==> src/rtl/tsw_pkg.sv <==
`timescale 1ns / 1ps
`default_nettype none

package tsw_pkg;

   localparam int DIM_W      = 11;
   localparam int DIM_MIN    = 3;
   localparam int CSR_ADDR_W = 4;
   localparam int CSR_DATA_W = 32;

   localparam logic [1:0] REG_FRAME_WIDTH  = 2'd0;
   localparam logic [1:0] REG_FRAME_HEIGHT = 2'd1;
   localparam logic [1:0] REG_SECOND_PASS  = 2'd2;

   typedef struct packed {
      logic [DIM_W-1:0] frame_width;
      logic [DIM_W-1:0] frame_height;
      logic             second_pass;
   } cfg_type;

   typedef struct packed {
      logic pixel;
      logic has_result;
      logic top;
      logic bottom;
      logic left;
      logic right;
      logic last;
   } pos_type;

   typedef struct packed {
      logic pixel_out;
      logic deleted;
      logic frame_last;
      logic any_deleted;
   } result_type;

endpackage

`default_nettype wire

==> src/rtl/thinning_subpass_window_top.sv <==
// A result is pushed into the result queue from the stage register of the transaction
// that completes its window, which is frame_width+1 pixels after its own.
// Throughput: one pixel per cycle, set by the single read-modify-write of the line
// memory per pixel and the four-entry result queue; req_stall holds input while full.
// Reset: synchronous; width and height 1024, first sub-pass, position and flag
// cleared; the line memory is not cleared since border rows are masked.
`timescale 1ns / 1ps
`default_nettype none

module thinning_subpass_window_top
   import tsw_pkg::*;
#(
   parameter int MAX_WIDTH  = 1024,
   parameter int MAX_HEIGHT = 1024
) (
   input  wire logic                  clock,
   input  wire logic                  reset,
   input  wire logic                  req_valid,
   output logic                       req_stall,
   input  wire logic                  req_pixel_in,
   input  wire logic                  req_drain,
   output logic                       rsp_valid,
   input  wire logic                  rsp_stall,
   output logic                       rsp_pixel_out,
   output logic                       rsp_deleted,
   output logic                       rsp_frame_last,
   output logic                       rsp_any_deleted,
   input  wire logic                  psel,
   input  wire logic                  penable,
   input  wire logic                  pwrite,
   input  wire logic [CSR_ADDR_W-1:0] paddr,
   input  wire logic [CSR_DATA_W-1:0] pwdata,
   output logic      [CSR_DATA_W-1:0] prdata,
   output logic                       pready
);

   localparam int CW   = $clog2(MAX_WIDTH);
   localparam int RW   = $clog2(MAX_HEIGHT + 2);
   localparam int MAXW = (CW > RW) ? CW : RW;
   localparam int EW   = ((MAXW > DIM_W) ? MAXW : DIM_W) + 2;

   cfg_type        cfg;
   logic           restart;
   logic           accept, can_take;

   logic [CW-1:0]  col_ff, col_in;
   logic [RW-1:0]  row_ff, row_in;
   logic [EW-1:0]  r_x, c_x, w_x, h_x, cr_x, cc_x;
   logic           col_zero;
   pos_type        pos;

   logic           stage_valid_ff;
   pos_type        stage_ff;
   logic [CW-1:0]  stage_col_ff;
   logic [1:0]     line_col;
   result_type     result, rsp_data;

   tsw_csr #(
      .MAX_WIDTH (MAX_WIDTH),
      .MAX_HEIGHT(MAX_HEIGHT)
   ) u_csr (
      .clock  (clock),
      .reset  (reset),
      .psel   (psel),
      .penable(penable),
      .pwrite (pwrite),
      .paddr  (paddr),
      .pwdata (pwdata),
      .prdata (prdata),
      .pready (pready),
      .cfg    (cfg),
      .restart(restart)
   );

   assign req_stall = ~can_take;
   assign accept    = req_valid & can_take;

   assign r_x      = EW'(row_ff);
   assign c_x      = EW'(col_ff);
   assign w_x      = EW'(cfg.frame_width);
   assign h_x      = EW'(cfg.frame_height);
   assign col_zero = (col_ff == '0);
   assign cr_x     = col_zero ? (r_x - EW'(2)) : (r_x - EW'(1));
   assign cc_x     = col_zero ? (w_x - EW'(1)) : (c_x - EW'(1));

   always_comb begin
      pos.pixel      = req_pixel_in & ~req_drain & ~(r_x >= h_x);
      pos.has_result = ~((row_ff == '0) || ((row_ff == RW'(1)) && col_zero));
      pos.top        = (cr_x == '0);
      pos.bottom     = (cr_x + EW'(1)) >= h_x;
      pos.left       = (cc_x == '0);
      pos.right      = (cc_x + EW'(1)) >= w_x;
      pos.last       = pos.has_result & pos.bottom & pos.right;
   end

   always_comb begin
      col_in = col_ff;
      row_in = row_ff;
      if (restart) begin
         col_in = '0;
         row_in = '0;
      end else if (accept) begin
         if (pos.last) begin
            col_in = '0;
            row_in = '0;
         end else if ((c_x + EW'(1)) >= w_x) begin
            col_in = '0;
            row_in = row_ff + RW'(1);
         end else begin
            col_in = col_ff + CW'(1);
         end
      end
   end

   always_ff @(posedge clock) begin
      if (reset) begin
         col_ff         <= '0;
         row_ff         <= '0;
         stage_valid_ff <= 1'b0;
      end else begin
         col_ff         <= col_in;
         row_ff         <= row_in;
         stage_valid_ff <= accept;
      end
   end

   always_ff @(posedge clock) begin
      if (accept) begin
         stage_ff     <= pos;
         stage_col_ff <= col_ff;
      end
   end

   tsw_ram #(
      .WIDTH(2),
      .DEPTH(MAX_WIDTH)
   ) u_line_ram (
      .clock  (clock),
      .wr_en  (stage_valid_ff),
      .wr_addr(stage_col_ff),
      .wr_data({stage_ff.pixel, line_col[1]}),
      .rd_en  (accept),
      .rd_addr(col_ff),
      .rd_data(line_col)
   );

   tsw_kernel u_kernel (
      .clock      (clock),
      .reset      (reset),
      .restart    (restart),
      .stage_valid(stage_valid_ff),
      .stage      (stage_ff),
      .line_col   (line_col),
      .second_pass(cfg.second_pass),
      .result     (result)
   );

   tsw_rsp_fifo u_rsp_fifo (
      .clock    (clock),
      .reset    (reset),
      .push     (stage_valid_ff & stage_ff.has_result),
      .push_data(result),
      .reserved (stage_valid_ff),
      .can_take (can_take),
      .out_valid(rsp_valid),
      .out_stall(rsp_stall),
      .out_data (rsp_data)
   );

   assign rsp_pixel_out   = rsp_data.pixel_out;
   assign rsp_deleted     = rsp_data.deleted;
   assign rsp_frame_last  = rsp_data.frame_last;
   assign rsp_any_deleted = rsp_data.any_deleted;

endmodule

`default_nettype wire

==> src/rtl/tsw_ram.sv <==
`timescale 1ns / 1ps
`default_nettype none

module tsw_ram #(
   parameter int WIDTH = 2,
   parameter int DEPTH = 1024
) (
   input  wire logic                     clock,
   input  wire logic                     wr_en,
   input  wire logic [$clog2(DEPTH)-1:0] wr_addr,
   input  wire logic [WIDTH-1:0]         wr_data,
   input  wire logic                     rd_en,
   input  wire logic [$clog2(DEPTH)-1:0] rd_addr,
   output logic      [WIDTH-1:0]         rd_data
);

   logic [WIDTH-1:0] mem [DEPTH];
   logic [WIDTH-1:0] rd_data_ff;

   always_ff @(posedge clock) begin
      if (wr_en) begin
         mem[wr_addr] <= wr_data;
      end
      if (rd_en) begin
         rd_data_ff <= mem[rd_addr];
      end
   end

   assign rd_data = rd_data_ff;

endmodule

`default_nettype wire

==> src/rtl/tsw_csr.sv <==
`timescale 1ns / 1ps
`default_nettype none

module tsw_csr
   import tsw_pkg::*;
#(
   parameter int MAX_WIDTH  = 1024,
   parameter int MAX_HEIGHT = 1024
) (
   input  wire logic                  clock,
   input  wire logic                  reset,
   input  wire logic                  psel,
   input  wire logic                  penable,
   input  wire logic                  pwrite,
   input  wire logic [CSR_ADDR_W-1:0] paddr,
   input  wire logic [CSR_DATA_W-1:0] pwdata,
   output logic      [CSR_DATA_W-1:0] prdata,
   output logic                       pready,
   output cfg_type                    cfg,
   output logic                       restart
);

   localparam int MAX_DIM = (MAX_WIDTH > MAX_HEIGHT) ? MAX_WIDTH : MAX_HEIGHT;
   localparam int EW      = (($clog2(MAX_DIM) > DIM_W) ? $clog2(MAX_DIM) : DIM_W) + 2;
   localparam int W_RESET = (MAX_WIDTH < 1024) ? MAX_WIDTH : 1024;
   localparam int H_RESET = (MAX_HEIGHT < 1024) ? MAX_HEIGHT : 1024;

   cfg_type          cfg_ff, cfg_in;
   logic             wr_en;
   logic [EW-1:0]    wdata_x;
   logic [DIM_W-1:0] width_clamp, height_clamp;

   assign wr_en   = psel & penable & pwrite;
   assign wdata_x = EW'(pwdata[DIM_W-1:0]);

   always_comb begin
      if (wdata_x < EW'(DIM_MIN)) begin
         width_clamp = DIM_W'(DIM_MIN);
      end else if (wdata_x > EW'(MAX_WIDTH)) begin
         width_clamp = DIM_W'(MAX_WIDTH);
      end else begin
         width_clamp = pwdata[DIM_W-1:0];
      end
      if (wdata_x < EW'(DIM_MIN)) begin
         height_clamp = DIM_W'(DIM_MIN);
      end else if (wdata_x > EW'(MAX_HEIGHT)) begin
         height_clamp = DIM_W'(MAX_HEIGHT);
      end else begin
         height_clamp = pwdata[DIM_W-1:0];
      end
   end

   always_comb begin
      cfg_in  = cfg_ff;
      restart = 1'b0;
      if (wr_en) begin
         case (paddr[3:2])
            REG_FRAME_WIDTH: begin
               cfg_in.frame_width = width_clamp;
               restart            = 1'b1;
            end
            REG_FRAME_HEIGHT: begin
               cfg_in.frame_height = height_clamp;
               restart             = 1'b1;
            end
            REG_SECOND_PASS: begin
               cfg_in.second_pass = pwdata[0];
            end
            default: begin
               cfg_in = cfg_ff;
            end
         endcase
      end
   end

   always_ff @(posedge clock) begin
      if (reset) begin
         cfg_ff.frame_width  <= DIM_W'(W_RESET);
         cfg_ff.frame_height <= DIM_W'(H_RESET);
         cfg_ff.second_pass  <= 1'b0;
      end else begin
         cfg_ff <= cfg_in;
      end
   end

   always_comb begin
      case (paddr[3:2])
         REG_FRAME_WIDTH:  prdata = CSR_DATA_W'(cfg_ff.frame_width);
         REG_FRAME_HEIGHT: prdata = CSR_DATA_W'(cfg_ff.frame_height);
         REG_SECOND_PASS:  prdata = CSR_DATA_W'(cfg_ff.second_pass);
         default:          prdata = '0;
      endcase
   end

   assign pready = 1'b1;
   assign cfg    = cfg_ff;

endmodule

`default_nettype wire

==> src/rtl/tsw_kernel.sv <==
`timescale 1ns / 1ps
`default_nettype none

module tsw_kernel
   import tsw_pkg::*;
(
   input  wire logic       clock,
   input  wire logic       reset,
   input  wire logic       restart,
   input  wire logic       stage_valid,
   input  pos_type         stage,
   input  wire logic [1:0] line_col,
   input  wire logic       second_pass,
   output result_type      result
);

   localparam int SUM_LO = 2;
   localparam int SUM_HI = 6;

   logic [8:0] window_ff, window_in;
   logic       seen_ff, seen_in;
   logic [7:0] p;
   logic [3:0] sum, trans;
   logic       cond_a, cond_b, centre, del;

   assign window_in = {stage.pixel, line_col[1], line_col[0], window_ff[8:3]};
   assign centre    = window_in[4];

   always_comb begin
      p[0] = window_in[3];
      p[1] = window_in[6];
      p[2] = window_in[7];
      p[3] = window_in[8];
      p[4] = window_in[5];
      p[5] = window_in[2];
      p[6] = window_in[1];
      p[7] = window_in[0];
      if (stage.top) begin
         p[7] = 1'b0;
         p[0] = 1'b0;
         p[1] = 1'b0;
      end
      if (stage.bottom) begin
         p[3] = 1'b0;
         p[4] = 1'b0;
         p[5] = 1'b0;
      end
      if (stage.left) begin
         p[5] = 1'b0;
         p[6] = 1'b0;
         p[7] = 1'b0;
      end
      if (stage.right) begin
         p[1] = 1'b0;
         p[2] = 1'b0;
         p[3] = 1'b0;
      end
   end

   always_comb begin
      sum   = '0;
      trans = '0;
      for (int i = 0; i < 8; i++) begin
         sum   = sum + 4'(p[i]);
         trans = trans + 4'(~p[i] & p[(i + 1) % 8]);
      end
   end

   always_comb begin
      if (second_pass) begin
         cond_a = ~(p[0] & p[2] & p[6]);
         cond_b = ~(p[0] & p[4] & p[6]);
      end else begin
         cond_a = ~(p[0] & p[2] & p[4]);
         cond_b = ~(p[2] & p[4] & p[6]);
      end
   end

   assign del = centre & (sum >= 4'(SUM_LO)) & (sum <= 4'(SUM_HI)) & (trans == 4'd1)
              & cond_a & cond_b;

   always_comb begin
      seen_in = seen_ff;
      if (restart) begin
         seen_in = 1'b0;
      end else if (stage_valid && stage.has_result) begin
         seen_in = stage.last ? 1'b0 : (seen_ff | del);
      end
   end

   always_ff @(posedge clock) begin
      if (reset) begin
         window_ff <= '0;
         seen_ff   <= 1'b0;
      end else begin
         if (stage_valid) begin
            window_ff <= window_in;
         end
         seen_ff <= seen_in;
      end
   end

   assign result.pixel_out   = centre & ~del;
   assign result.deleted     = del;
   assign result.frame_last  = stage.last;
   assign result.any_deleted = seen_ff | del;

endmodule

`default_nettype wire

==> src/rtl/tsw_rsp_fifo.sv <==
`timescale 1ns / 1ps
`default_nettype none

module tsw_rsp_fifo
   import tsw_pkg::*;
(
   input  wire logic clock,
   input  wire logic reset,
   input  wire logic push,
   input  result_type push_data,
   input  wire logic reserved,
   output logic      can_take,
   output logic      out_valid,
   input  wire logic out_stall,
   output result_type out_data
);

   localparam int DEPTH = 4;
   localparam int PW    = $clog2(DEPTH);
   localparam int CNTW  = PW + 1;

   result_type        slot_ff [DEPTH];
   logic [PW-1:0]     wr_ptr_ff, rd_ptr_ff;
   logic [CNTW-1:0]   count_ff, count_in;
   logic              pop;

   assign out_valid = (count_ff != '0);
   assign pop       = out_valid & ~out_stall;
   assign out_data  = slot_ff[rd_ptr_ff];
   assign can_take  = (count_ff + CNTW'(reserved)) < CNTW'(DEPTH);

   always_comb begin
      count_in = count_ff;
      if (push && !pop) begin
         count_in = count_ff + CNTW'(1);
      end else if (pop && !push) begin
         count_in = count_ff - CNTW'(1);
      end
   end

   always_ff @(posedge clock) begin
      if (push) begin
         slot_ff[wr_ptr_ff] <= push_data;
      end
   end

   always_ff @(posedge clock) begin
      if (reset) begin
         wr_ptr_ff <= '0;
         rd_ptr_ff <= '0;
         count_ff  <= '0;
      end else begin
         if (push) begin
            wr_ptr_ff <= wr_ptr_ff + PW'(1);
         end
         if (pop) begin
            rd_ptr_ff <= rd_ptr_ff + PW'(1);
         end
         count_ff <= count_in;
      end
   end

endmodule

`default_nettype wire

==> config.mk <==
export PLATFORM = sky130hd
export DESIGN_NAME = thinning_subpass_window_top
export DESIGN_NICKNAME = d
export VERILOG_FILES = /design/src/rtl/tsw_pkg.sv /design/src/rtl/thinning_subpass_window_top.sv /design/src/rtl/tsw_ram.sv /design/src/rtl/tsw_csr.sv /design/src/rtl/tsw_kernel.sv /design/src/rtl/tsw_rsp_fifo.sv
export SDC_FILE = /design/constraint.sdc
export NUM_CORES = 2
export LEC_CHECK = 0
export BUFFER_PORTS_ARGS = -buffer_cell sky130_fd_sc_hd__buf_2
export CAP_MARGIN = 20
export CORE_UTILIZATION = 50
export CTS_CLUSTER_DIAMETER = 40
export DETAILED_ROUTE_END_ITERATION = 16
export HOLD_SLACK_MARGIN = 0.08
export PLACE_DENSITY = 0.7
export SLEW_MARGIN = 20
export SYNTH_ARGS = -nofsm -noshare
export SYNTH_HDL_FRONTEND = slang
export SYNTH_SLANG_ARGS = --single-unit
export TNS_END_PERCENT = 20
==> constraint.sdc <==
create_clock -name clock -period 16.4 [get_ports clock]
set_input_delay 1.64 -clock clock [delete_from_list [all_inputs] [get_ports clock]]
set_output_delay 1.64 -clock clock [all_outputs]
set_load 0.005 [all_outputs]
==> out/results.ini <==
[worst_setup_path]
worstPathRequired_ns = 17.17
crit_end = col_ff[4]$_SDFFE_PP0P_
crit_start = col_ff[0]$_SDFFE_PP0P_
crit_chain = inv_1 > ha_1 > nand2b_1 > nor3_2 > buf_4 > o41ai_1 > o2111ai_2 > xor2_1 > ha_1 > nand3_1 > o22ai_1 > o21a_1 > o31a_1 > o21a_1 > nor3_1 > mux2i_2 > a31oi_2 > nand3_1 > o211ai_1
arrival_ns = 6.94
end_kind = flip-flop
path_delay_family = compound AO/OA/AOI/OAI gates
worstPathMaxFanout = 36
regToRegSetupSlack_ns = 10.23
path_buf_inv = 2
r2r-end = col_ff[4]$_SDFFE_PP0P_
cp_slowest_cell = a31oi_2
cp-start-kind = flip-flop
r2r_cells = 19
timing.critical_path.depth = 19
r2r_start = col_ff[0]$_SDFFE_PP0P_
crit_type = reg2reg
slowest_delay_ns = 0.95

[final_layout]
multi_input_area_um2 = 24800
fillers = 13166
drive_gt1_frac = 0.238
nets = 5239
final_cell_mix = edfxtp_1, nor2_1, mux4_2, clkbuf_16, nand2_1
fin_area_um2 = 101000
area_delta_synth_final_pct = 12.1
final_common_cell = edfxtp_1
seq_area_um2 = 63800
fin_cells = 7686

[min_path]
hold_path_class = reg2reg

[synth]
syn-cell-area_um2 = 90000
postSynthAreaPerCell_um2 = 17.4
synth_edf_count = 2083
synth_cell_types = 79
synth_top_family_by_area = multiplexers
syn_inst = 5163
synthAdderAreaFrac = 0.0115
yosysWarningCount = 0
async_flop_share = 0
synth_xor_area_frac = 0.00574
ys_seq_area_frac = 0.708
synth_seq_cells = 2144
synth_mux_area_frac = 0.167
synth-main-ff-cell = edfxtp_1
synth_compound_area_frac = 0.0146
synth-simple-area-share = 0.0699

[clock_network]
cts-resized-gates = 0
clkTransAtPathRegs_ns = 0.06
post_cts_buffers = 0
cts_tree = yes
htreeDepth = 4
clockBufferDepth = 3
clkSinkCount = 2144
ctsHoldBuffers = 0
clockRootBuffer = clkbuf_16
cts_inserted_buffers = 241
insertion_delay_ns = 0.89

[placement]
port_buffers = 38
placedCellCount = 7228
gp_congestion = 0.822
dpl_cell_area_um2 = 92700
place_hpwl_mm = 117

[drt]
num_vias = 47711
firstDrtPassIters = 7
postRouteWirelength_mm = 220
drtAntennaViolNets = 0
drt-wirelength-per-cell_um = 28.6
drc = 0
drtIter0Drc = 5986
vias_per_cell = 6.21

[timing]
finalClockSkew_ns = 0.0343
setup_tns_ns = 0
finalCritPeriodShare = 0.376
clock.fmax_ghz = 0.162
whs_ns = 0.492
rsz0062_at_grt = false
slew_viol_final = 0
min_period_ns = 6.17
final-hold-violation-count = 0
worst_pin_slew_ns = 1.20
slew_headroom = 0.198
finalSetupViolCount = 0

[floorplanning]
start_util = 0.504
std_cell_rows = 155
dieWidth_um = 426
die_y_um = 426
core-area_um2 = 179000
die_area_um2 = 182000
ios = 84

[global_routing]
grt_pass1_vias = 48107
grt_max_degree = 251
grt_util_all_layers = 0.243
antenna_found_initial = 5
grt_pass1_wl_mm = 319
globalRouteOverflowTotal = 0

[flow_run]
max_cap_viol_count = 0

[status]
run_status = finished clean

[pwr]
p_leak_nw = 30.2
ir_drop_uv = 137
powerDensity_nw_per_um2 = 132

power breakdown:
part | internal [mW] | total (mW) | switching (mW) | leakage, nW
clock | 3.18 | 5.45 | 2.27 | 3.99
sequential | 6.28 | 6.32 | 0.0459 | 19.3
combinational | 0.614 | 1.58 | 0.963 | 6.90
flip-flops by register name, indices dropped and copies added (netlist names), named ones only:
register              flops
u_line_ram.mem         2048
u_rsp_fifo.wr_ptr_ff      2
u_rsp_fifo.rd_ptr_ff      2
u_rsp_fifo.slot_ff       16
u_rsp_fifo.count_ff       3
row_ff                   11
u_csr.cfg                23
col_ff                   10
u_kernel.seen_ff          1
u_line_ram.rd_data        2
stage_valid_ff            1
stage_ff                  7
stage_col_ff             10
u_kernel.window_ff        6
metrics by stage:
| step | total power [mW] | util | setup WS, ns |
|---|---|---|---|
| after floorplan | 7.82 | - | -0.818 |
| after global placement | 8.00 | 0.518 | 10.30 |
| after detailed placement | 8.02 | 0.519 | 10.28 |
| after CTS | 13.4 | 0.565 | 10.25 |
| after global routing | 13.7 | 0.565 | 9.74 |
| final | 13.4 | 0.565 | 10.23 |
metal layers:
| metal | GRT usage | part of all wire | up-vias |
|---|---|---|---|
| met3 | 0.0448 | 0.087 | 394 |
| met2 | 0.397 | 0.50 | 2322 |
| met4 | 0.0848 | 0.033 | 6 |
| met1 | 0.330 | 0.38 | 24913 |
| met5 | 0 | 0.00015 | - |
| li1 | - | - | 20076 |
synth_stat cells, drive strengths merged (59+ instances only):
cell type | count | share of area
edfxtp | 2083 | 0.69
nor2 | 1123 | 0.047
mux4 | 653 | 0.16
clkbuf | 251 | 0.010
buf | 180 | 0.0094
nand2 | 118 | 0.0049
ha | 70 | 0.0097
nand3 | 64 | 0.0036
inv | 63 | 0.0026
dfxtp | 61 | 0.014
a21oi | 59 | 0.0034
layout make-up:
class	count	share of cell area
clock inverter	187	0.0194
inverter	63	0.00234
sequential	2144	0.632
tap	2355	0.0292
timing repair buffer	121	0.00914
clock buffer	270	0.0617
multi-input combinational	2545	0.246
antenna	1	0.0000248
worst register-to-register path: stages, from the launching register on:
cell       delay (ns)
dfxtp_4          0.83
inv_1            0.15
ha_1             0.32
nand2b_1         0.25
nor3_2           0.07
buf_4            0.19
o41ai_1          0.69
o2111ai_2        0.32
xor2_1           0.23
ha_1             0.30
nand3_1          0.09
o22ai_1          0.08
o21a_1           0.16
o31a_1           0.27
o21a_1           0.18
nor3_1           0.25
mux2i_2          0.24
a31oi_2          0.95
nand3_1          0.26
o211ai_1         0.22
cell families after synthesis:
logic type / Yosys count
compound gates: 195
xor+xnor: 59
fa+ha+maj: 78
buf+inv: 494
flops: 2144
mux: 688
other cells: 2
simple gates: 1503
worst min path at each step:
stage / start / endpoint / depth (start not counted)
2_1_floorplan: col_ff[7]$_SDFFE_PP0P_ / stage_col_ff[7]$_DFFE_PP_ / 0
3_3_place_gp: u_kernel.window_ff[3]$_SDFFE_PP0P_ / u_kernel.window_ff[3]$_SDFFE_PP0P_ / 2
3_5_place_dp: u_csr.cfg[11]$_SDFFE_PP1P_ / u_csr.cfg[11]$_SDFFE_PP1P_ / 2
4_1_cts: u_csr.cfg[11]$_SDFFE_PP1P_ / u_csr.cfg[11]$_SDFFE_PP1P_ / 2
5_1_grt: u_csr.cfg[11]$_SDFFE_PP1P_ / u_csr.cfg[11]$_SDFFE_PP1P_ / 2
6_report: u_csr.cfg[11]$_SDFFE_PP1P_ / u_csr.cfg[11]$_SDFFE_PP1P_ / 2
Note: power is estimated with default switching activity, not from simulation.
